**src/rmd_pkg.sv**
```systemverilog
`timescale 1ns / 1ps
// ----------------------------------------------------------------------------
// rmd_pkg
// Shared constants, types and command bundle of the region map decoder.
// ----------------------------------------------------------------------------
package rmd_pkg;

    localparam int TOP_COUNT  = 50;
    localparam int WORD_BYTES = 8;
    localparam int WORD_W     = 8 * WORD_BYTES;
    localparam int FIELD_W    = 64;
    localparam int BC_W       = 3;
    localparam int RANK_W     = 6;
    localparam int TDATA_W    = 336;

    localparam logic [7:0] SIG_V     = 8'h56;
    localparam logic [7:0] SIG_ONE   = 8'h31;
    localparam logic [7:0] SIG_ZERO  = 8'h00;
    localparam logic [7:0] END_MARK  = 8'hF0;
    localparam int         BASE_BIT  = 6;

    localparam logic [1:0] KIND_REGION = 2'd0;
    localparam logic [1:0] KIND_ENTRY  = 2'd1;
    localparam logic [1:0] KIND_ERROR  = 2'd2;

    localparam logic ERR_SIGNATURE = 1'b0;
    localparam logic ERR_WORD_SIZE = 1'b1;

    localparam logic [3:0] TYPE_FREE    = 4'd0;
    localparam logic [3:0] TYPE_RESERVE = 4'd1;
    localparam logic [3:0] TYPE_COMMIT  = 4'd2;

    typedef logic [WORD_W-1:0] word_t;

    typedef struct packed {
        logic              byte_we;
        logic [BC_W-1:0]   byte_idx;
        logic              type_we;
        logic              seq_base;
        logic              base_done;
        logic              size_done;
        logic              clear_run;
        logic              err_we;
        logic              err_code;
        logic              entry_we;
        logic              entry_last;
        logic [RANK_W-1:0] rank;
    } rmd_cmd_t;

endpackage

```
**src/rmd_ctrl.sv**
```systemverilog
`timescale 1ns / 1ps
// ----------------------------------------------------------------------------
// rmd_ctrl
// Header, record and list-dump sequencing of the region map decoder.
// ----------------------------------------------------------------------------
module rmd_ctrl import rmd_pkg::*; (
    input  logic       aclk,
    input  logic       aresetn,
    input  logic       s_tvalid,
    input  logic [7:0] s_data,
    input  logic       out_free,
    output logic       s_tready,
    output rmd_cmd_t   cmd
);

    typedef enum logic [8:0] {
        ST_SIG0  = 9'b000000001,
        ST_SIG1  = 9'b000000010,
        ST_SIG2  = 9'b000000100,
        ST_WSIZE = 9'b000001000,
        ST_TYPE  = 9'b000010000,
        ST_BASE  = 9'b000100000,
        ST_SIZE  = 9'b001000000,
        ST_HUNT  = 9'b010000000,
        ST_EMIT  = 9'b100000000
    } state_t;

    state_t            state_reg, state_next;
    logic [BC_W-1:0]   cnt_reg, cnt_next;
    logic [RANK_W-1:0] rank_reg, rank_next;
    logic              accept, word_end;

    assign s_tready = (state_reg != ST_EMIT) && out_free;
    assign accept   = s_tvalid && s_tready;
    assign word_end = (cnt_reg == BC_W'(WORD_BYTES - 1));

    always_comb begin
        state_next = state_reg;
        cnt_next   = cnt_reg;
        rank_next  = rank_reg;
        cmd        = '0;
        cmd.byte_idx = cnt_reg;
        cmd.rank     = rank_reg;
        unique case (state_reg)
            ST_HUNT: begin
                if (accept && s_data == SIG_V) state_next = ST_SIG1;
            end
            ST_SIG0: begin
                if (accept) begin
                    if (s_data == SIG_V) begin
                        state_next = ST_SIG1;
                    end else begin
                        cmd.err_we   = 1'b1;
                        cmd.err_code = ERR_SIGNATURE;
                        state_next   = ST_HUNT;
                    end
                end
            end
            ST_SIG1: begin
                if (accept) begin
                    if (s_data == SIG_ONE) begin
                        state_next = ST_SIG2;
                    end else begin
                        cmd.err_we   = 1'b1;
                        cmd.err_code = ERR_SIGNATURE;
                        state_next   = ST_HUNT;
                    end
                end
            end
            ST_SIG2: begin
                if (accept) begin
                    if (s_data == SIG_ZERO) begin
                        state_next = ST_WSIZE;
                    end else begin
                        cmd.err_we   = 1'b1;
                        cmd.err_code = ERR_SIGNATURE;
                        state_next   = ST_HUNT;
                    end
                end
            end
            ST_WSIZE: begin
                if (accept) begin
                    if (s_data == 8'(WORD_BYTES)) begin
                        cmd.clear_run = 1'b1;
                        state_next    = ST_TYPE;
                    end else begin
                        cmd.err_we   = 1'b1;
                        cmd.err_code = ERR_WORD_SIZE;
                        state_next   = ST_HUNT;
                    end
                end
            end
            ST_TYPE: begin
                if (accept) begin
                    if (s_data == END_MARK) begin
                        rank_next  = '0;
                        state_next = ST_EMIT;
                    end else begin
                        cmd.type_we  = 1'b1;
                        cmd.seq_base = !s_data[BASE_BIT];
                        cnt_next     = '0;
                        state_next   = s_data[BASE_BIT] ? ST_BASE : ST_SIZE;
                    end
                end
            end
            ST_BASE: begin
                if (accept) begin
                    cmd.byte_we   = 1'b1;
                    cmd.base_done = word_end;
                    cnt_next      = word_end ? '0 : cnt_reg + 1'b1;
                    if (word_end) state_next = ST_SIZE;
                end
            end
            ST_SIZE: begin
                if (accept) begin
                    cmd.byte_we   = 1'b1;
                    cmd.size_done = word_end;
                    cnt_next      = word_end ? '0 : cnt_reg + 1'b1;
                    if (word_end) state_next = ST_TYPE;
                end
            end
            ST_EMIT: begin
                if (out_free) begin
                    cmd.entry_we   = 1'b1;
                    cmd.entry_last = (rank_reg == RANK_W'(TOP_COUNT - 1));
                    rank_next      = rank_reg + 1'b1;
                    if (cmd.entry_last) state_next = ST_HUNT;
                end
            end
            default: state_next = ST_HUNT;
        endcase
    end

    always_ff @(posedge aclk) begin
        if (!aresetn) begin
            state_reg <= ST_SIG0;
            cnt_reg   <= '0;
            rank_reg  <= '0;
        end else begin
            state_reg <= state_next;
            cnt_reg   <= cnt_next;
            rank_reg  <= rank_next;
        end
    end

endmodule

```
**config.mk**
```make
export PLATFORM = sky130hd
export DESIGN_NAME = rmd_ctrl
export DESIGN_NICKNAME = d
export VERILOG_FILES = /design/src/rmd_pkg.sv /design/src/rmd_ctrl.sv
export SDC_FILE = /design/constraint.sdc
export NUM_CORES = 1
export LEC_CHECK = 0
export BUFFER_PORTS_ARGS = -buffer_cell sky130_fd_sc_hd__buf_2
export CAP_MARGIN = 20
export CORE_MARGIN = 2
export CORE_UTILIZATION = 45
export DETAILED_ROUTE_END_ITERATION = 8
export GPL_ROUTABILITY_DRIVEN = 0
export PLACE_DENSITY = 0.69
export SKIP_CTS_REPAIR_TIMING = 1
export SLEW_MARGIN = 20
export SYNTH_ARGS = -nofsm -noshare
export SYNTH_HDL_FRONTEND = slang
export SYNTH_SLANG_ARGS = --single-unit
```
**constraint.sdc**
```tcl
create_clock -name aclk -period 2.6 [get_ports aclk]
set_input_delay 0.39 -clock aclk [delete_from_list [all_inputs] [get_ports aclk]]
set_output_delay 0.39 -clock aclk [all_outputs]
set_load 0.05 [all_outputs]
```
## Word-level counts from Yosys, hierarchy flattened

Index checks and enable logic that the tools add are counted.

- Input bits: 12
- Logic and storage cells: 96
- Output and inout bits: 20
- Register bits after elaboration: 18

- $add $sub $neg: 2
- Equal/unequal tests: 31
- Mux-type cells: 49
- Reduce and logical (&&, ||, !) cells: 11

Operators with widths:

| operator | count |
|---|---|
| 9-bit two-way mux | 13 |
| 9-bit case mux with 9 select lines | 1 |
| 8-bit two-way mux | 4 |
| 2-bit != test (second input constant) | 14 |
| 2-bit two-way mux | 12 |
| 6-bit two-way mux | 3 |
| 3-bit two-way mux | 5 |
| 6-bit case mux with 2 select lines | 1 |
| 12-bit AND reduction | 1 |
| 9-bit by 1-bit equality test with 1-bit output (second input constant) | 1 |
| 9-bit by 2-bit equality test with 1-bit output (second input constant) | 1 |
| 9-bit by 3-bit equality test with 1-bit output (second input constant) | 1 |
| 9-bit by 4-bit equality test with 1-bit output (second input constant) | 1 |
| 9-bit by 5-bit equality test with 1-bit output (second input constant) | 1 |
| 9-bit by 6-bit equality test with 1-bit output (second input constant) | 1 |
| 9-bit by 7-bit equality test with 1-bit output (second input constant) | 1 |
| 9-bit by 8-bit equality test with 1-bit output (second input constant) | 1 |
| 9-bit equality test (second input constant) | 1 |
| 9-bit != test (second input constant) | 1 |
| 8-bit by 4-bit equality test with 1-bit output (second input constant) | 1 |
| 8-bit by 6-bit equality test with 1-bit output (second input constant) | 1 |
| 8-bit by 7-bit equality test with 1-bit output (second input constant) | 1 |
| 8-bit equality test (second input constant) | 1 |
| 8-bit zero test | 1 |
| other kinds (14) | 24 |

## Longest topological paths before layout

- Depth in word-level cells: 6
- Gate-level depth with buffers: 9
- Mapped depth without buffers: 8

## Least setup slack after synthesis

Ideal clock, no wire load.

- Path kind: register to output
- Start: register state_reg[4]
- End: output port cmd[9] (netlist name)
- Setup slack: -1.402 ns
- Cell stages (with the launch flop): 6
- Arrival time: 3.612 ns
- Data required time: 2.210 ns
- Path buffers: 1
- Cells stage by stage: dfxtp_1 > buf_2 > nor3_1 > and3_1 > nand3b_1 > a2111oi_0

RTL lines:

| element | line | source |
|---|---|---|
| from (decl) | rmd_ctrl.sv:28 | `state_t state_reg, state_next;` |
| from (signal assigned) | rmd_ctrl.sv:140 | `state_reg <= state_next;` |
| to (decl) | rmd_ctrl.sv:13 | `output rmd_cmd_t cmd` |

==> reports/qor_table.md <==
| Metric | Reported |
| --- | --- |
| Top FF cell, synth | sky130_fd_sc_hd__dfxtp_1 |
| First-pass iteration count of the detailed router | 4 |
| Data arrival at the endpoint of the critical path | 2.08 ns |
| Syn nets | 183 |
| Setup repair after global routing missed its margin | false |
| Min Hold Slack | 0.4229 ns |
| Critical path endpoint category | output pin |
| Final-stage net count | 218 |
| Sequential area share after synthesis | 27.14% |
| Clock tree root buffer cell | sky130_fd_sc_hd__clkbuf_4 |
| Row count | 19 |
| Clk pin slew, worst setup/hold paths | 0.10 ns |
| Worst EP required | 2.21 ns |
| #FFs+latches synth | 18 |
| H-tree depth reported by CTS | 1 |
| Post-DP Area | 0.001539 sq mm |
| Post-synthesis cell count | 167 |
| Max-slew headroom at the worst pin | 64.03% |
| Average footprint of a synthesized cell | 7.949 sq um |
| Worst R2R End | state_reg[7] |
| Top-count cell post-synth | sky130_fd_sc_hd__dfxtp_1 |
| Worst hold stages | 2 |
| P_leak | 0.7137 nW |
| Post-route clock period utilization | 95.01% |
| Area of the placeable core | 0.002781 sq mm |
| Synth async-reset ratio | 0% |
| Area added between synthesis and finish | 22.62% |
| Unique cell type count in the Yosys netlist | 50 |
| Fmax achieved | 404.8 MHz |
| Critical path type | input pin to output pin |
| Max FFs per register | 9 |
| Max rail drop VDD | 414.6 uV |
| Wire length per cell after detailed routing | 14.26 um |
| Antenna violations before repair | 0 |
| Worst reg-to-reg path cell count | 7 |
| Synth top area cells | sky130_fd_sc_hd__dfxtp_1 27%, sky130_fd_sc_hd__nor2_1 4.2%, sky130_fd_sc_hd__xor2_1 4.0%, sky130_fd_sc_hd__ha_1 3.8%, sky130_fd_sc_hd__nand2_1 3.4% |
| Initial standard-cell utilization of the core | 47.73% |
| Drt first-iter violations | 33 |
| First-pass GRT wire length | 5637 um |
| Number of max-capacitance violations reported | 0 |
| Crit path max fanout | 2 |
| Number of vias after detailed routing | 1352 |
| Fraction of final layout cells sized beyond drive strength 1 | 30.35% |
| Most numerous cell types in the synthesized netlist | 18 x sky130_fd_sc_hd__dfxtp_1, 15 x sky130_fd_sc_hd__nor2_1, 12 x sky130_fd_sc_hd__nand2_1 |
| # clock sinks | 18 |
| RR Startpoint | state_reg[0] |
| Number of flops mapped to enable cells by yosys | 0 |
| Horizontal die dimension | 58.32 um |
| Synth top area share | 27.14% |
| Die extent in y | 58.32 um |
| DRT met1 WL | 1512 um |
| Fin crit period | 2.470 ns |
| Hold EP | state_reg[0] |
| Syn. warnings | 0 |
| Outcome | finished, final reports clean |
| Number of vias per cell | 5.828 |
| Final Hold Vio Count | 0 |
| Post-layout instance area | 0.001628 sq mm |
| Metal2 WL | 1674 um |
| Hold_sp | aresetn |
| Clock skew after layout | 0.005244 ns |
| Clock tree from TritonCTS | built |
| Placed cells | 228 |
| Top layer used by detailed routing | met3 |
| Register-to-register path setup slack | 0.33 ns |
| Number of remaining DRC errors | 0 |
| Kind of start point of the critical path | input pin |
| Number of CTS-inserted buffers | 3 |
| Number of global-route vias before repair | 1254 |
| Clock insertion delay at the later pin of the skew report | 0.30 ns |
| Antenna cells | 0 |
| Cell with the most instances on the worst path | sky130_fd_sc_hd__or4_1 |
| Power per cell area | 594.5 mW/mm^2 |
| Detailed Place HPWL | 2528 um |
| Worst stage delay on the critical path | 0.53 ns |
| Met3 wire len | 121 um |
| Remaining antenna violation count after routing | 0 |
| Post-layout total power | 0.9678 mW |
| Maximum number of pins on one net before global-route repair | 16 |
| Ordered cell list for the critical path | buf_2 -> or4_1 -> or4_1 -> a2bb2oi_2 -> a2111oi_2 -> clkbuf_4 |
| Combined area of all synthesized cells | 0.001328 sq mm |
| Cell type of the slowest stage on the worst timing path | sky130_fd_sc_hd__or4_1 |
| Total of fill cells in the finished design | 258 |
| Number of I/O pins | 32 |
| Worst hold path type | input pin to register |
| Number of pins exceeding their max-slew limit in the final report | 0 |
| Largest area contributor in the synthesized netlist | sky130_fd_sc_hd__dfxtp_1 |
| GRT Total Usage | 20.94% |
| Final Setup Violations | 0 |
| IO buf count | 31 |
| Slew of the pin with the lowest slew margin | 0.5363 ns |
| Wire length after detailed routing | 3308 um |
| Maximum clock path buffer count | 2 |
| Fin cells | 232 |
| Global route total overflow | 0 |
| Die area | 0.003401 sq mm |
==> routing by layer <==
layer  global-route usage, %  vias to the layer above
li1                        -                      679
met1                   27.63                      648
met2                   35.31                       25
met3                   5.055                        0
met4                   3.322                        0
met5                       0                        -
==> cell type report <==
class / count / area [sq um] / share of cell area (%)
tap: 31 / 38.79 / 2.383
sequential: 18 / 362.8 / 22.29
inverter: 7 / 26.28 / 1.614
clock buffer: 4 / 36.28 / 2.229
multi-input combinational: 135 / 960.9 / 59.03
timing repair buffer: 37 / 202.7 / 12.45
==> where the power goes <==
| part | internal, mW | switching, mW |
|---|---|---|
| registers | 0.297 | 0.0393 |
| clock network | 0.0854 | 0.0917 |
| logic | 0.195 | 0.259 |
| total | 0.578 | 0.390 |
==> cell usage in the layout, fill, tap and decap left out, types with 7 or more instances in the layout <==
cell | Yosys | layout
sky130_fd_sc_hd__buf_2 | 3 | 30
sky130_fd_sc_hd__dfxtp_1 | 18 | 16
sky130_fd_sc_hd__nor2_1 | 15 | 14
sky130_fd_sc_hd__nand2_1 | 12 | 12
sky130_fd_sc_hd__a21oi_1 | 8 | 8
sky130_fd_sc_hd__nand4_1 | 7 | 7
sky130_fd_sc_hd__inv_1 | 7 | 7
sky130_fd_sc_hd__nand3_1 | 7 | 7
sky130_fd_sc_hd__nor2b_1 | 7 | 7
==> cells by family after synthesis <==
logic type,share of synthesized area (%)
muxes,2.262
xor gates and xnor gates,3.958
and+or+nand+nor,39.87
AOI/OAI and AO/OA,17.63
buffers and inverters,5.372
adders and majority gates,3.770
DFF,27.14
==> critical path, delay by kind of cell <==
kind	cells	cell delay [ns]
simple gates	2	1.06
buf+inv	2	0.33
compound gates	2	0.29
==> stage by stage <==
step,util [%],TNS (ns),worst slack [ns]
5_1_grt,58.52,0,0.01020
6_report,58.52,0,0.1298
4_1_cts,56.64,-0.1892,-0.08472
3_3_place_gp,55.33,0,0.1102
3_5_place_dp,55.33,0,0.07348
2_1_floorplan,-,-0.05335,-0.05335
==> worst max path at each step <==
stage	start	end	slack, ns	cells past startpoint
4_1_cts	state_reg[2]	cmd[9]	-0.08	5
5_1_grt	state_reg[4]	cmd[10]	0.01	6
3_5_place_dp	s_data[6]	cmd[9]	0.07	6
2_1_floorplan	state_reg[4]	cmd[9]	-0.05	5
3_3_place_gp	s_data[6]	cmd[9]	0.11	6
6_report	s_data[6]	cmd[9]	0.13	6
Note: power is estimated with default switching activity, not from simulation.
